<file path="config.mk">
export PLATFORM = sky130hd
export DESIGN_NAME = coolant_gauge_average_and_map_unit
export DESIGN_NICKNAME = d
export VERILOG_FILES = /design/src/hdl/cgam_pkg.sv /design/src/hdl/cgam_ram.sv /design/src/hdl/coolant_gauge_average_and_map_unit.sv
export SDC_FILE = /design/constraint.sdc
export NUM_CORES = 1
export LEC_CHECK = 0
export ABC_AREA = 1
export BUFFER_PORTS_ARGS = -buffer_cell sky130_fd_sc_hd__buf_2
export CORE_ASPECT_RATIO = 0.9
export CORE_MARGIN = 2
export CORE_UTILIZATION = 25
export CTS_CLUSTER_DIAMETER = 120
export DETAILED_ROUTE_END_ITERATION = 8
export PLACE_DENSITY = 0.41
export SETUP_SLACK_MARGIN = 0.2
export SLEW_MARGIN = 20
export SYNTH_ARGS = -nofsm -noshare
export SYNTH_HDL_FRONTEND = slang
export SYNTH_SLANG_ARGS = --single-unit
</file>
<file path="constraint.sdc">
create_clock -name clk -period 7.93 [get_ports clk]
set_input_delay 1.586 -clock clk [delete_from_list [all_inputs] [get_ports clk]]
set_output_delay 1.586 -clock clk [all_outputs]
set_load 0.02 [all_outputs]
</file>
<file path="src/hdl/cgam_pkg.sv">
// Package for the coolant gauge average and map unit.
// Holds field widths, register indexes, reset values and warning codes.
// No dependencies.
package cgam_pkg;

  localparam int DATA_W        = 8;
  localparam int FS_W          = 16;
  localparam int LIM_W         = 9;
  localparam int DVD_W         = 24;
  localparam int DVS_W         = 9;
  localparam int POS_W         = DVD_W + 1;
  localparam int STEP_W        = 5;
  localparam int PADDR_W       = 5;
  localparam int PDATA_W       = 32;
  localparam int AVG_DEPTH_DEF = 16;

  localparam logic [DATA_W-1:0] TEMP_MIN_RST  = 8'd100;
  localparam logic [DATA_W-1:0] KNEE_TEMP_RST = 8'd135;
  localparam logic [DATA_W-1:0] RED_START_RST = 8'd150;
  localparam logic [DATA_W-1:0] TEMP_MAX_RST  = 8'd160;
  localparam logic [FS_W-1:0]   FULL_SCALE_RST = 16'd3600;
  localparam logic [DATA_W-1:0] WARN_ON_RST   = 8'd150;
  localparam logic [DATA_W-1:0] WARN_OFF_RST  = 8'd145;
  localparam logic [LIM_W-1:0]  BAD_LIMIT_RST = 9'd251;

  typedef enum logic [2:0] {
    REG_TEMP_MIN,
    REG_KNEE_TEMP,
    REG_RED_ZONE_START,
    REG_TEMP_MAX,
    REG_FULL_SCALE_STEPS,
    REG_WARN_ON_LEVEL,
    REG_WARN_OFF_LEVEL,
    REG_BAD_DATA_LIMIT
  } cgam_reg_t;

  typedef enum logic [1:0] {
    WARN_OFF,
    WARN_ON,
    WARN_OPEN
  } cgam_warn_t;

endpackage

</file>
<file path="src/hdl/cgam_ram.sv">
// Generic single-port-write, single-port-read RAM with registered read data.
// No dependencies.
module cgam_ram #(
  parameter int WIDTH = 8,
  parameter int DEPTH = 16
) (
  input  logic                     clk,
  input  logic                     we,
  input  logic [$clog2(DEPTH)-1:0] waddr,
  input  logic [WIDTH-1:0]         wdata,
  input  logic [$clog2(DEPTH)-1:0] raddr,
  output logic [WIDTH-1:0]         rdata
);

  logic [WIDTH-1:0] mem [DEPTH];

  always_ff @(posedge clk) begin
    if (we) begin
      mem[waddr] <= wdata;
    end
    rdata <= mem[raddr];
  end

endmodule

</file>
<file path="src/hdl/coolant_gauge_average_and_map_unit.sv">
// Channel  | Handshake            | Payload
// input    | in_valid / in_ready  | in_sample, in_timed_out, in_fresh, in_ignition_reset,
//          |                      | in_override
// result   | out_valid / out_ready| out_target_position, out_link_lost, out_avg_temp,
//          |                      | out_warning_status
// config   | APB psel/penable     | paddr, pwdata, prdata, pready
//
// An item that yields a result is mapped by the 24-step bit-serial divider of the dial map
// and then loaded into the output register; the next item can be taken in the cycle after that load.
// A lost link or a target pinned at zero or full scale skips the divider.
// An ignition reset refills the whole ring memory with the item, one entry a cycle.
// After reset the whole ring is cleared to zero before the first item is taken.
// One item is in work at a time; the next is taken while a result waits in the output register.
// Depends on cgam_pkg and cgam_ram.
module coolant_gauge_average_and_map_unit
  import cgam_pkg::*;
#(
  parameter int AVG_DEPTH = AVG_DEPTH_DEF
) (
  input  logic               clk,
  input  logic               rst_n,
  input  logic               in_valid,
  output logic               in_ready,
  input  logic [DATA_W-1:0]  in_sample,
  input  logic               in_timed_out,
  input  logic               in_fresh,
  input  logic               in_ignition_reset,
  input  logic               in_override,
  output logic               out_valid,
  input  logic               out_ready,
  output logic [FS_W-1:0]    out_target_position,
  output logic               out_link_lost,
  output logic [DATA_W-1:0]  out_avg_temp,
  output logic [1:0]         out_warning_status,
  input  logic               psel,
  input  logic               penable,
  input  logic               pwrite,
  input  logic [PADDR_W-1:0] paddr,
  input  logic [PDATA_W-1:0] pwdata,
  output logic [PDATA_W-1:0] prdata,
  output logic               pready
);

  localparam int IDX_W  = $clog2(AVG_DEPTH);
  localparam int SUM_W  = DATA_W + IDX_W;
  localparam int RCP_SH = SUM_W + IDX_W;
  localparam int RCP_W  = SUM_W + 1;
  localparam int PRD_W  = 2 * SUM_W + 1;
  localparam logic [RCP_W-1:0] RCP_M =
    RCP_W'(((64'd1 << RCP_SH) + 64'(AVG_DEPTH) - 64'd1) / 64'(AVG_DEPTH));

  typedef enum logic [3:0] {
    S_CLEAR, S_IDLE, S_UPD, S_FILL, S_AVG, S_MAP, S_DIVM, S_OUT
  } state_t;

  state_t state_r;

  logic [DATA_W-1:0] temp_min_r, knee_r, red_r, temp_max_r, warn_on_r, warn_off_r;
  logic [FS_W-1:0]   fs_r;
  logic [LIM_W-1:0]  bad_limit_r;

  logic [IDX_W-1:0]  idx_r, cnt_r;
  logic [SUM_W-1:0]  sum_r;
  logic [DATA_W-1:0] data_r, avg_r;
  logic              lost_r;
  cgam_warn_t        warn_state_r;
  logic [FS_W-1:0]   tgt_r, off_r;

  logic [DVD_W-1:0]  dvd_r, quo_r;
  logic [DVS_W-1:0]  dvs_r, rem_r;
  logic [STEP_W-1:0] step_r;

  logic              out_valid_r, out_lost_r;
  logic [FS_W-1:0]   out_tgt_r;
  logic [DATA_W-1:0] out_avg_r;
  logic [1:0]        out_warn_r;
  logic              out_load;

  logic              mem_we;
  logic [IDX_W-1:0]  mem_waddr;
  logic [DATA_W-1:0] mem_wdata, mem_rdata;

  logic              cfg_wr;
  logic              in_lost;
  logic [SUM_W-1:0]  sum_nxt;
  logic [IDX_W-1:0]  idx_nxt;

  logic [PRD_W-1:0]  avg_prod;
  logic [DATA_W-1:0] avg_div;

  logic [DVS_W:0]    trial;
  logic              trial_ge;
  logic [DVS_W-1:0]  rem_nxt;

  logic [17:0]       fs3;
  logic [FS_W-1:0]   three_q;
  logic [12:0]       eighth;
  logic [DATA_W-1:0] avg_q, num;
  logic [FS_W-1:0]   mul_a, map_off;
  logic [DATA_W-1:0] mul_b, map_dvs;
  logic              map_zero, map_full;
  logic [DVD_W-1:0]  prod;
  logic [POS_W-1:0]  pos_sum;
  logic [FS_W-1:0]   pos_sat;

  // Configuration registers.
  assign pready = 1'b1;
  assign cfg_wr = psel && penable && pwrite && pready;

  always_ff @(posedge clk) begin
    if (!rst_n) begin
      temp_min_r  <= TEMP_MIN_RST;
      knee_r      <= KNEE_TEMP_RST;
      red_r       <= RED_START_RST;
      temp_max_r  <= TEMP_MAX_RST;
      fs_r        <= FULL_SCALE_RST;
      warn_on_r   <= WARN_ON_RST;
      warn_off_r  <= WARN_OFF_RST;
      bad_limit_r <= BAD_LIMIT_RST;
    end else if (cfg_wr) begin
      case (cgam_reg_t'(paddr[4:2]))
        REG_TEMP_MIN:         temp_min_r  <= pwdata[DATA_W-1:0];
        REG_KNEE_TEMP:        knee_r      <= pwdata[DATA_W-1:0];
        REG_RED_ZONE_START:   red_r       <= pwdata[DATA_W-1:0];
        REG_TEMP_MAX:         temp_max_r  <= pwdata[DATA_W-1:0];
        REG_FULL_SCALE_STEPS: fs_r        <= pwdata[FS_W-1:0];
        REG_WARN_ON_LEVEL:    warn_on_r   <= pwdata[DATA_W-1:0];
        REG_WARN_OFF_LEVEL:   warn_off_r  <= pwdata[DATA_W-1:0];
        REG_BAD_DATA_LIMIT:   bad_limit_r <= pwdata[LIM_W-1:0];
        default: ;
      endcase
    end
  end

  always_comb begin
    case (cgam_reg_t'(paddr[4:2]))
      REG_TEMP_MIN:         prdata = PDATA_W'(temp_min_r);
      REG_KNEE_TEMP:        prdata = PDATA_W'(knee_r);
      REG_RED_ZONE_START:   prdata = PDATA_W'(red_r);
      REG_TEMP_MAX:         prdata = PDATA_W'(temp_max_r);
      REG_FULL_SCALE_STEPS: prdata = PDATA_W'(fs_r);
      REG_WARN_ON_LEVEL:    prdata = PDATA_W'(warn_on_r);
      REG_WARN_OFF_LEVEL:   prdata = PDATA_W'(warn_off_r);
      REG_BAD_DATA_LIMIT:   prdata = PDATA_W'(bad_limit_r);
      default:              prdata = '0;
    endcase
  end

  // Sample ring memory.
  cgam_ram #(
    .WIDTH(DATA_W),
    .DEPTH(AVG_DEPTH)
  ) u_ring (
    .clk  (clk),
    .we   (mem_we),
    .waddr(mem_waddr),
    .wdata(mem_wdata),
    .raddr(idx_r),
    .rdata(mem_rdata)
  );

  always_comb begin
    mem_we    = 1'b0;
    mem_waddr = idx_r;
    mem_wdata = data_r;
    case (state_r)
      S_CLEAR: begin
        mem_we    = 1'b1;
        mem_waddr = cnt_r;
        mem_wdata = '0;
      end
      S_FILL: begin
        mem_we    = 1'b1;
        mem_waddr = cnt_r;
      end
      S_UPD: begin
        mem_we = 1'b1;
      end
      default: ;
    endcase
  end

  assign in_ready = (state_r == S_IDLE);
  assign in_lost  = in_timed_out || ({1'b0, in_sample} >= bad_limit_r);
  assign sum_nxt  = sum_r - SUM_W'(mem_rdata) + SUM_W'(data_r);
  assign idx_nxt  = (idx_r == IDX_W'(AVG_DEPTH - 1)) ? '0 : idx_r + 1'b1;

  // Ring average by reciprocal multiplication, exact over the whole range of the sum.
  assign avg_prod = PRD_W'(sum_r) * PRD_W'(RCP_M);
  assign avg_div  = avg_prod[RCP_SH +: DATA_W];

  // One restoring division step.
  assign trial    = {rem_r, dvd_r[DVD_W-1]};
  assign trial_ge = trial >= {1'b0, dvs_r};
  assign rem_nxt  = trial_ge ? DVS_W'(trial - {1'b0, dvs_r}) : DVS_W'(trial);

  // Dial segment selection from the average.
  assign fs3     = {1'b0, fs_r, 1'b0} + {2'b00, fs_r};
  assign three_q = fs3[17:2];
  assign eighth  = fs_r[FS_W-1:3];
  assign avg_q   = avg_r;

  always_comb begin
    num      = '0;
    map_zero = 1'b0;
    map_full = 1'b0;
    if (avg_q <= knee_r) begin
      num      = (avg_q >= temp_min_r) ? avg_q - temp_min_r : '0;
      mul_a    = three_q;
      mul_b    = num;
      map_dvs  = knee_r - temp_min_r;
      map_off  = '0;
      map_zero = (num == '0) || (knee_r <= temp_min_r);
    end else if (avg_q <= red_r) begin
      mul_a    = FS_W'(eighth);
      mul_b    = avg_q - knee_r;
      map_dvs  = red_r - knee_r;
      map_off  = three_q;
    end else begin
      mul_a    = FS_W'(eighth);
      mul_b    = avg_q - red_r;
      map_dvs  = temp_max_r - red_r;
      map_off  = three_q + FS_W'(eighth);
      map_full = temp_max_r <= red_r;
    end
  end

  assign prod    = DVD_W'(mul_a) * DVD_W'(mul_b);
  assign pos_sum = POS_W'(quo_r) + POS_W'(off_r);
  assign pos_sat = (pos_sum > POS_W'(fs_r)) ? fs_r : pos_sum[FS_W-1:0];

  assign out_load = (state_r == S_OUT) && (!out_valid_r || out_ready);

  always_ff @(posedge clk) begin
    if (!rst_n) begin
      state_r      <= S_CLEAR;
      cnt_r        <= '0;
      idx_r        <= '0;
      sum_r        <= '0;
      warn_state_r <= WARN_OFF;
      out_valid_r  <= 1'b0;
      step_r       <= '0;
    end else begin
      case (state_r)
        S_CLEAR: begin
          cnt_r <= cnt_r + 1'b1;
          if (cnt_r == IDX_W'(AVG_DEPTH - 1)) begin
            state_r <= S_IDLE;
          end
        end
        S_IDLE: begin
          if (in_valid) begin
            if (!in_override && (in_lost || in_fresh)) begin
              data_r <= in_lost ? '0 : in_sample;
              lost_r <= in_lost;
              cnt_r  <= '0;
              state_r <= in_ignition_reset ? S_FILL : S_UPD;
            end
          end
        end
        S_UPD: begin
          sum_r   <= sum_nxt;
          idx_r   <= idx_nxt;
          state_r <= S_AVG;
        end
        S_FILL: begin
          cnt_r <= cnt_r + 1'b1;
          if (cnt_r == IDX_W'(AVG_DEPTH - 1)) begin
            sum_r   <= SUM_W'(data_r) * SUM_W'(AVG_DEPTH);
            idx_r   <= idx_nxt;
            state_r <= S_AVG;
          end
        end
        S_AVG: begin
          if (lost_r) begin
            tgt_r        <= fs_r;
            avg_r        <= '0;
            warn_state_r <= WARN_OPEN;
            state_r      <= S_OUT;
          end else begin
            avg_r   <= avg_div;
            state_r <= S_MAP;
          end
        end
        S_DIVM: begin
          if (step_r != '0) begin
            dvd_r  <= {dvd_r[DVD_W-2:0], 1'b0};
            rem_r  <= rem_nxt;
            quo_r  <= {quo_r[DVD_W-2:0], trial_ge};
            step_r <= step_r - 1'b1;
          end else begin
            tgt_r   <= pos_sat;
            state_r <= S_OUT;
          end
        end
        S_MAP: begin
          if (avg_q >= warn_on_r) begin
            warn_state_r <= WARN_ON;
          end else if (avg_q <= warn_off_r) begin
            warn_state_r <= WARN_OFF;
          end
          if (map_zero) begin
            tgt_r   <= '0;
            state_r <= S_OUT;
          end else if (map_full) begin
            tgt_r   <= fs_r;
            state_r <= S_OUT;
          end else begin
            dvd_r   <= prod;
            dvs_r   <= DVS_W'(map_dvs);
            off_r   <= map_off;
            rem_r   <= '0;
            quo_r   <= '0;
            step_r  <= STEP_W'(DVD_W);
            state_r <= S_DIVM;
          end
        end
        S_OUT: begin
          if (out_load) begin
            state_r <= S_IDLE;
          end
        end
        default: state_r <= S_IDLE;
      endcase
      if (out_load) begin
        out_valid_r <= 1'b1;
        out_tgt_r   <= tgt_r;
        out_lost_r  <= lost_r;
        out_avg_r   <= avg_r;
        out_warn_r  <= warn_state_r;
      end else if (out_valid_r && out_ready) begin
        out_valid_r <= 1'b0;
      end
    end
  end

  assign out_valid           = out_valid_r;
  assign out_target_position = out_tgt_r;
  assign out_link_lost       = out_lost_r;
  assign out_avg_temp        = out_avg_r;
  assign out_warning_status  = out_warn_r;

endmodule

</file>
# After elaboration in Yosys (flattened, before gate mapping)
# Memories as Yosys holds them, arrays and structs flattened. A register that Yosys moved wholly into a read port is not among the register bits.
# Cells that the tools add are included.
# totals
word_cells	191
ram_bits	128
mem_count	1
regBits	246
output_inout_bits	62
inputBits	56
# classes
reduce_logical	42
bitwise_logic	2
n_addsub	15
n_mux	64
n_eq_ne	28
n_lt_le_gt_ge	10
n_mul	1
# memory_table
name	words	word_bits	rd	rd_ports_with_merged_regs	wr	line_no	text
u_ring.mem	16	8	1	1	1	cgam_ram.sv:15	logic [WIDTH-1:0] mem [DEPTH];
# ops
operator	n
$pmux W32 S8	1
$mux W24	6
$mux W16	7
$pmux W24 S2	2
$mux W8	6
$pmux W16 S3	1
$sub A8 B8 Y8	6
$mux W4	11
$le A8 B8 Y1	5
$mux W9	4
$pmux W4 S8	1
$add A24 B16 Y25	1
$gt A25 B16 Y1	1
$mul A16 B8 Y24	1
$pmux W12 S2	1
$reduce_and A2 Y1	11
$add A17 B16 Y18	1
$ne A2 B2 Y1 const B	9
$pmux W9 S2	1
$add A16 B13 Y16	1
$eq A4 B3 Y1 const B	4
$ge A8 B8 Y1	2
$pmux W4 S2	2
$mux W5	3
36 further kinds	74

# Depth between registers and ports, before layout
# Gate-level depths: netlist of run 1.
# logic_depth
ltp_word	7
depth_mapped	36

# Cells and area by module
# A second synthesis of run 1 with hierarchy kept.
# unflattened
hier_cells	3412
area_unflattened_um2	27385.0
# modules_own_cells
mod	area_each_um2	cells_per_inst	n_inst
coolant_gauge_average_and_map_unit	21618.2	2861	1
cgam_ram	5766.8	551	1

# Worst setup path after synthesis of run 1
# No wires, ideal clock.
# synth_path
path_kind	register to register
start	register avg_r[0], in the netlist avg_q[0]
end	register dvd_r[17], data pin
slack_ns	1.788
path_buffers	1
period_less_slack_ns	6.142
path_stages_with_launch	32
arrival_ns	5.889
required_time_ns	7.676
path_cell_list	edfxtp_1 -> inv_1 -> ha_1 -> inv_1 -> fa_1 -> nand2_1 -> nand3b_1 -> nand2_1 -> nand2_1 -> nand2_1 -> inv_2 -> buf_2 -> o21ai_0 -> o22ai_1 -> or2_2 -> fa_1 -> fa_1 -> inv_1 -> fa_1 -> inv_1 -> fa_1 -> inv_1 -> ha_1 -> nand2_1 -> inv_1 -> a21oi_1 -> o21ai_1 -> a21boi_0 -> o21bai_1 -> or2_0 -> nand3_1 -> nand2_1
# synth_via
elab_chain_len	7
word_cells_on_any_way	14
# synth_lines
item	line_no	text
from (decl)	coolant_gauge_average_and_map_unit.sv:64	logic [DATA_W-1:0] data_r, avg_r;
from (signal assigned)	coolant_gauge_average_and_map_unit.sv:281	avg_r <= avg_div;
$sub A8 B8 Y8 (tied with other cells)	coolant_gauge_average_and_map_unit.sv:221	mul_b = avg_q - red_r;
$mux W8 (on tied branches)	coolant_gauge_average_and_map_unit.sv:214, coolant_gauge_average_and_map_unit.sv:208	
$mux W8	coolant_gauge_average_and_map_unit.sv:207	if (avg_q <= knee_r) begin
$mul A16 B8 Y24 (*)	coolant_gauge_average_and_map_unit.sv:228	assign prod = DVD_W'(mul_a) * DVD_W'(mul_b);
$mux W24 (*)	coolant_gauge_average_and_map_unit.sv:305	end else if (map_full) begin
$mux W24 (*)	coolant_gauge_average_and_map_unit.sv:302	if (map_zero) begin
$pmux W24 S2 (*)	coolant_gauge_average_and_map_unit.sv:244	case (state_r)
to (signal assigned)	coolant_gauge_average_and_map_unit.sv:287	dvd_r <= {dvd_r[DVD_W-2:0], 1'b0};
to (signal assigned)	coolant_gauge_average_and_map_unit.sv:309	dvd_r <= prod;
to (decl)	coolant_gauge_average_and_map_unit.sv:69	logic [DVD_W-1:0] dvd_r, quo_r;
# Every way passes the cells marked *; elsewhere a longest branch is shown, timed or not. The select of a mux whose other input is x is not followed.
# A chain may end at the register's enable or synchronous reset.

# Final worst setup path of run 1
# layout_path
start	register avg_r[0], in the netlist avg_q[0]
end	register dvd_r[18], data pin
# Same word-level chain as after synthesis.

==> results of run 1 <==
==> area by class of cell <==
type / instances / area [um^2] / area share (%)
Multi-Input combinational cell: 2252 / 14200 / 46.6
Timing Repair Buffer: 125 / 733 / 2.41
Clock inverter: 27 / 355 / 1.17
Inverter: 509 / 1910 / 6.27
Tap cell: 1380 / 1730 / 5.67
Sequential cell: 381 / 10300 / 33.9
Clock buffer: 58 / 1220 / 3.99
==> layer usage <==
metal  track usage [%]  vias to the layer above
met4              3.96                        0
li1                  -                    10900
met2              23.1                      410
met1              23.2                    10200
met5                 0                        -
met3              2.09                       92
==> synth_stat cells, drive strengths merged (42+ instances only) <==
library cell	instances	area [um^2]
o21ai	222	1130
nand3	140	733
nor2	382	1510
fa	102	2040
clkbuf	50	188
inv	502	1880
buf	47	302
nand2	620	2380
ha	200	2500
edfxtp	269	8080
a21oi	222	1110
nand4	42	297
dfxtp	112	2240
xor2	58	508
==> registers in the layout, summed over array words and instances (netlist names), 12 cells and up <==
name                 count
off_r                   16
out_target_position     16
sum_r                   12
quo_r                   24
dvd_r                   24
u_ring.mem             128
tgt_r                   16
fs_r                    16
==> report_power, final <==
group | switching, mW | internal, mW
Clock | 0.945 | 1.33
Combinational | 1.62 | 0.790
Sequential | 0.0721 | 2.42
Total | 2.64 | 4.54
==> worst min path at each step <==
stage                        startpoint                                end  slack (ns)  depth (start not counted)
global route        tgt_r[10]$_DFFE_PP_  out_target_position[10]$_DFFE_PP_        0.40                          0
floorplan            tgt_r[0]$_DFFE_PP_   out_target_position[0]$_DFFE_PP_        0.40                          0
finish              tgt_r[10]$_DFFE_PP_  out_target_position[10]$_DFFE_PP_        0.41                          0
CTS                 tgt_r[10]$_DFFE_PP_  out_target_position[10]$_DFFE_PP_        0.41                          0
global placement    tgt_r[11]$_DFFE_PP_  out_target_position[11]$_DFFE_PP_        0.40                          0
detailed placement  tgt_r[11]$_DFFE_PP_  out_target_position[11]$_DFFE_PP_        0.41                          0
==> per-stage QoR <==
step           setup WS (ns)  power [mW]
2_1_floorplan           1.79        4.23
3_3_place_gp           0.378        4.98
3_5_place_dp           0.372        4.96
4_1_cts                0.313        7.28
5_1_grt                0.262        7.70
6_report               0.734        7.17
==> logic make-up (layout without fill, tap and decap cells) <==
family / count (synthesis) / count (layout)
other: 2 / 17
xor gates and xnor gates: 83 / 83
muxes: 12 / 12
adders and majority gates: 302 / 302
AOI/OAI and AO/OA: 592 / 592
buffers and inverters: 606 / 719
DFF: 381 / 381
and+or+nand+nor: 1246 / 1246
==> placed cells by master (no fill, tap or decap), types with 8 or more instances in the layout <==
| master | Yosys | routed |
|---|---|---|
| conb_1 | 2 | 17 |
| a31oi_1 | 12 | 12 |
| nor2_1 | 368 | 363 |
| o211ai_1 | 29 | 29 |
| o22ai_1 | 23 | 23 |
| nand3b_1 | 10 | 10 |
| o221ai_1 | 13 | 13 |
| mux2i_1 | 12 | 12 |
| ha_1 | 200 | 200 |
| nand2_2 | 14 | 16 |
| xnor2_1 | 25 | 25 |
| buf_4 | 26 | 43 |
| o21ai_0 | 208 | 208 |
| edfxtp_1 | 269 | 269 |
| inv_2 | 15 | 18 |
| xor2_1 | 58 | 58 |
| fa_1 | 102 | 102 |
| dfxtp_1 | 112 | 110 |
| buf_2 | 16 | 82 |
| nor2_2 | 9 | 14 |
| o21bai_1 | 11 | 11 |
| nor3_1 | 25 | 24 |
| a21oi_1 | 222 | 222 |
| o21ai_1 | 9 | 8 |
| clkbuf_1 | 50 | 10 |
| inv_1 | 487 | 484 |
| or2_2 | 14 | 14 |
| nand2_1 | 604 | 601 |
| nand3_1 | 135 | 135 |
| o32ai_1 | 20 | 20 |
| a221oi_1 | 12 | 12 |
| clkinv_1 | 7 | 13 |
| clkbuf_16 | 0 | 46 |
| nand4_1 | 38 | 38 |
==> worst reg2reg max path, delay by kind of cell (launching register included) <==
kind / cells / cell delay, ns
adders and majority gates: 7 / 3.02
and+or+nand+nor: 12 / 1.43
buffers and inverters: 7 / 0.81
AOI/OAI and AO/OA: 6 / 1.25
DFF: 1 / 0.38
==> what timing repair did <==
| action | 4_1_cts | 5_1_grt |
|---|---|---|
| hold buffers | 0 | 0 |
| setup endpoints to repair | 0 | 12 |
| resized for setup | 0 | 7 |
==> impl_results.md, run 1 <==
- Outcome: complete, no violations
- Largest family of logic cells by synthesized area: simple AND/OR/NAND/NOR gates
- Maximum clock insertion buffer count: 3
- Per-cell routed wire length: 17.9 um
- Via count: 21,500
- WP data arrival: 7.52 ns
- Htree depth: 2
- Fill cells: 11,500
- Hold Path Class: reg -> reg
- Setup Crit Path Kind: reg -> reg
- Worst R2R End: dvd_r[18]$_DFFE_PP_
- Initial antenna violation count: 2
- Clk_skew: approximately 0.049 ns
- Mapped cell area: 26,800 um^2
- Worst reg-to-reg path cell count: 32
- Netlist cell types: 61
- Yosys reg bits: 381
- R2r setup slk: ~0.73 ns
- Area delta synth->final: 13.6%
- Routed wire length: 84.7 mm
- RSZ-0062 raised after global routing: no
- Largest net degree at the start of global routing: 74
- Setup crit start: avg_q[0]$_SDFFCE_PP0P_
- Crit path to: dvd_r[18]$_DFFE_PP_
- Crit path largest cell delay: between 0.5 and 0.6 ns
- Die Area: roughly 110,000 um^2
- Seq/Total Area, Yosys: ~38%
- Endpoints failing hold: 0
- DRT iter0 DRCs: 1,387
- I/O pins: 118
- Slew Limit Fails: 0
- N_diodes: 0
- Delay-heaviest family, CP: adder cells
- Setup TNS: 0 ns
- GRT overflow: 0
- CP Launch Type: register
- Asr flop ratio synth: 0%
- Remaining DRCs: 0
- CP Buf/Inv Count: 7
- Post-synth EDFFs: 269
- CTS tree: built
- Detailed placement HPWL: between 60 and 70 mm
- Mean post-synth cell area: 8.32 um^2
- Leakage dissipation: 13.5 nW
- Dpl cells: between 4,000 and 5,000
- Critical path depth: 32
- Met2 wire len: 35.4 mm
- Share of layout cells above drive strength 1: 8.65%
- Post-synthesis xor/xnor area fraction: 2.71%
- DR pass1 iterations: 6
- FMAX: 0.139 GHz
- Worst path slowest cell: fa_1
- Design area: 30,400 um^2
- Final hold slack: about 0.41 ns
- Root Driver: clkbuf_16
- Worst Tran Pin Value: 1.09 ns
- Die width: 349 um
- Tmin final: 7.20 ns
- Power Density: 236 nW/um^2
- Post-Route Utilization: 28.8%
- Number of CTS-inserted buffers: 46
- Routed wl met3: 3.68 mm
- Later-pin clock latency in the skew report: 0.62 ns
- Synth Area in Compound Gates: 12.6%
- Most used flip-flop cell after synthesis: edfxtp_1
- ANT nets after route: 0
- Port buffer count: 82
- Post-DP Area: 28,900 um^2
- Vias in the first global route: 21,200
- YS warnings: 0
- Worst r2r src: avg_q[0]$_SDFFCE_PP0P_
- Die H: 315 um
- GPL Wtd Cong: 0.870
- Global-route wire length before repair: 131 mm
- Starting Density: about 25%
- Clk slew on worst S/H paths: 0.06 ns
- Rows: 113
- Fin nets: 3,673
- Core box area: 106,000 um^2
- Critical path fanouts, max: 14
- DR top layer: met4
- Max IR drop VDD: 0.161 mV
- Most frequent CP cell: nand2_1
- Simple-gate portion of the synthesized area: between 10% and 20%
- Post-CTS Setup Repair Bufs: 0
- Setup crit end kind: register
- Setup Viol. Count Final: 0
- Post-synthesis mux area share: 0.448%
- Vias per cell: 4.55
- Adder-cell share of the synthesized area: 17.0%
- Mapped Cells: 3,224
- Max Cap Viol: 0
- DRT met1 WL: 43.6 mm
- Clock tree sinks: 381
- Worst path required time: 8.26 ns
- Final period utilization: between 90% and 100%
- Finished Layout Cells: 4,732
- Total GRT Usage: 15.4%
- Rel. slew slack: 27.2%
Power figures use the tool's default switching activity.
==> run 2: changes to the inputs <==
==> constraint.sdc (replaced) <==
create_clock -name clk -period 8.4 [get_ports clk]
set_input_delay 1.68 -clock clk [delete_from_list [all_inputs] [get_ports clk]]
set_output_delay 1.68 -clock clk [all_outputs]
set_load 0.02 [all_outputs]
==> run 2 against run 1 <==
  * Die area is the same
  * Cell area shrank 0.29%
  * Clock power shrank 7%
  * Worst setup slack gained 0.17 ns
  * Hold slack gained 0.0035 ns
  * Critical path depth shrank 2
  * Sequential share of layout area grew 0.099 points
  * Critical endpoint is now dvd_r[19]$_DFFE_PP_
  * Largest cell class unchanged
  * Largest power group unchanged
==> impl_results.md, run 2 (synthesis gave the netlist of run 1 again) <==
- CTS tree: built (unchanged)
- FMAX: 0.133 GHz (was 0.139 GHz)
- M3 GR Usage: 1.87% (was 2.09%)
- Later-pin clock latency in the skew report: 0.61 ns (was 0.62 ns)
- Met2 usage: 23.0% (was 23.1%)
- GRT overflow: 0 (unchanged)
- Maximum clock insertion buffer count: 3 (unchanged)
- Vias per cell: 4.55 (about the same)
- Max reg flops: 128 (unchanged)
- ANT nets after route: 0 (unchanged)
- CP Launch Type: register (unchanged)
- Fill cells: 11,400 (was 11,500)
- Part of the power in combinational logic: 33.7% (was 33.6%)
- Clk_skew: 0.0241 ns (was 0.0490 ns)
- Hold Path Class: reg -> reg (unchanged)
- Endpoints failing hold: 0 (unchanged)
- Area delta synth->final: 13.3% (was 13.6%)
- Most frequent cells in the layout: 604 x nand2_1, 485 x inv_1, 365 x nor2_1 (was 601 x nand2_1, 484 x inv_1, 363 x nor2_1)
- Hold Buf Count CTS: 0 (unchanged)
- R2r setup slk: 0.90 ns (was 0.73 ns)
- Clock tree sinks: 381 (unchanged)
- Switching Share: 36.9% (was 36.7%)
- Post-Place Setup Slack: 0.969 ns (was 0.372 ns)
- Power Density: 222 nW/um^2 (was 236 nW/um^2)
- RSZ-0062 raised after global routing: no (unchanged)
- Worst Tran Pin Value: 1.08 ns (was 1.09 ns)
- Setup crit end kind: register (unchanged)
- Clk slew on worst S/H paths: 0.06 ns (about the same)
- DRT iter0 DRCs: 1,433 (was 1,387)
- Worst r2r src: avg_q[3]$_SDFFCE_PP0P_ (was avg_q[0]$_SDFFCE_PP0P_)
- Setup Viol. Count Final: 0 (unchanged)
- Internal: 4.26 mW (was 4.54 mW)
- Final worst setup slack: 0.900 ns (was 0.734 ns)
- Root Driver: clkbuf_16 (unchanged)
- Max IR drop VDD: 0.152 mV (was 0.161 mV)
- Worst path slowest cell: edfxtp_1 (was fa_1)
- Setup TNS: 0 ns (unchanged)
- Met1 usage: 23.2% (about the same)
- Largest net degree at the start of global routing: 74 (unchanged)
- Most common cell after layout, fill and taps aside: nand2_1 (unchanged)
- Port buffer count: 82 (unchanged)
- Fin nets: 3,663 (was 3,673)
- Sw Pwr: 2.49 mW (was 2.64 mW)
- Worst R2R End: dvd_r[19]$_DFFE_PP_ (was dvd_r[18]$_DFFE_PP_)
- Worst reg-to-reg path cell count: 30 (was 32)
- Slew Limit Fails: 0 (unchanged)
- Most frequent CP cell: nand2_1 (unchanged)
- Routed wire length: 83.4 mm (was 84.7 mm)
- Vias in the first global route: 21,100 (was 21,200)
- Max Cap Viol: 0 (unchanged)
- Global-route wire length before repair: 130 mm (was 131 mm)
- Worst path required time: 8.75 ns (was 8.26 ns)
- Share of layout cells above drive strength 1: 8.28% (was 8.65%)
- DR pass1 iterations: 5 (was 6)
- Number of CTS-inserted buffers: 47 (was 46)
- Final period utilization: 89.3% (was 90.7%)
- Remaining DRCs: 0 (unchanged)
- Die Area: 110,000 um^2 (unchanged)
- Sequential power share: 34.9% (was 34.8%)
- Rows: 113 (unchanged)
- Outcome: complete, no violations (unchanged)
- Biggest register: u_ring.mem (unchanged)
- Leakage dissipation: 13.5 nW (about the same)
- I/O pins: 118 (unchanged)
- N_diodes: 0 (unchanged)
- Busiest grt layer: met1 (unchanged)
- Per-cell routed wire length: 17.7 um (was 17.9 um)
- Starting Density: 25.3% (unchanged)
- Regs by FF count: u_ring.mem: 128 flops, dvd_r: 24 flops, quo_r: 24 flops (unchanged)
- Cts repair resizes: 0 (unchanged)
- Setup Crit Path Kind: reg -> reg (unchanged)
- Crit path largest cell delay: 0.56 ns (about the same)
- Detailed placement HPWL: 63.3 mm (was 63.9 mm)
- Crit path to: dvd_r[19]$_DFFE_PP_ (was dvd_r[18]$_DFFE_PP_)
- Rel. slew slack: 27.3% (was 27.2%)
- Total GRT Usage: 15.2% (was 15.4%)
- Die H: 315 um (unchanged)
- Critical path fanouts, max: 17 (was 14)
- GPL Wtd Cong: 0.870 (about the same)
- Tmin final: 7.50 ns (was 7.20 ns)
- Post-CTS Setup Repair Bufs: 0 (unchanged)
- Die width: 349 um (unchanged)
- Via count: 21,500 (about the same)
- WP data arrival: 7.85 ns (was 7.52 ns)
- Clock power frac: 31.4% (was 31.7%)
- Core box area: 106,000 um^2 (unchanged)
- Initial antenna violation count: 0 (was 2)
- Setup crit start: avg_q[3]$_SDFFCE_PP0P_ (was avg_q[0]$_SDFFCE_PP0P_)
- Htree depth: 2 (unchanged)
==> run 2: cell count changes in the layout (fill, tap and decap cells not counted), sizes merged <==
cell,previous run,this run
inv,505,506
clkinv,20,21
buf,125,114
bufinv,7,5
clkbuf,58,59
clkinvlp,4,6
==> run 2: final cells by class <==
type                       instances  area [um^2]  share of cell area [%]
multi-input combinational       2252        14200                    46.7
sequential                       381        10300                    34.0
inverter                         509         1910                    6.29
tap                             1380         1730                    5.69
clock buffer                      59         1250                    4.12
timing repair buffer             114          651                    2.14
clock inverter                    29          335                    1.10
==> run 2: critical path: cells and delay by family (launching register included) <==
family                     cells  cell delay [ns]
adders and majority gates      6             2.90
and+or+nand+nor               12             1.48
AOI/OAI and AO/OA              5             1.40
buffers and inverters          7             0.89
DFF                            1             0.56
==> run 2: worst min path at each step <==
stage,startpoint,end,cells past startpoint
after detailed placement,tgt_r[2]$_DFFE_PP_,out_target_position[2]$_DFFE_PP_,0
after floorplan,tgt_r[0]$_DFFE_PP_,out_target_position[0]$_DFFE_PP_,0
after global placement,tgt_r[1]$_DFFE_PP_,out_target_position[1]$_DFFE_PP_,0
final,tgt_r[2]$_DFFE_PP_,out_target_position[2]$_DFFE_PP_,0
after CTS,tgt_r[2]$_DFFE_PP_,out_target_position[2]$_DFFE_PP_,0
after global routing,tgt_r[8]$_DFFE_PP_,out_target_position[8]$_DFFE_PP_,0
==> run 2: power groups by stage <==
stage	sequential (mW)	combinational [mW]	clock, mW
2_1_floorplan	2.37	1.62	0
3_3_place_gp	2.40	2.31	0
3_5_place_dp	2.40	2.28	0
4_1_cts	2.36	2.31	2.18
5_1_grt	2.37	2.61	2.25
6_report	2.36	2.27	2.12
==> run 2: metrics by stage <==
step                      cell area, um^2  total power, mW  util, %  hold slack [ns]  cells
final                               30400             6.74     28.7            0.418   4724
after global routing                30400             7.23     28.7            0.426   4724
after CTS                           30400             6.85     28.7            0.418   4724
after detailed placement            28800             4.68     27.2            0.405   4636
after global placement              28800             4.70     27.2            0.401   4636
after floorplan                     26900             4.00        -            0.400   3239
==> run 2: layer usage <==
layer  share of wire (%)  wire length, um
met2                  42            35100
met1                  52            43600
met5                   0                0
met3                 4.2             3470
met4                 1.5             1280
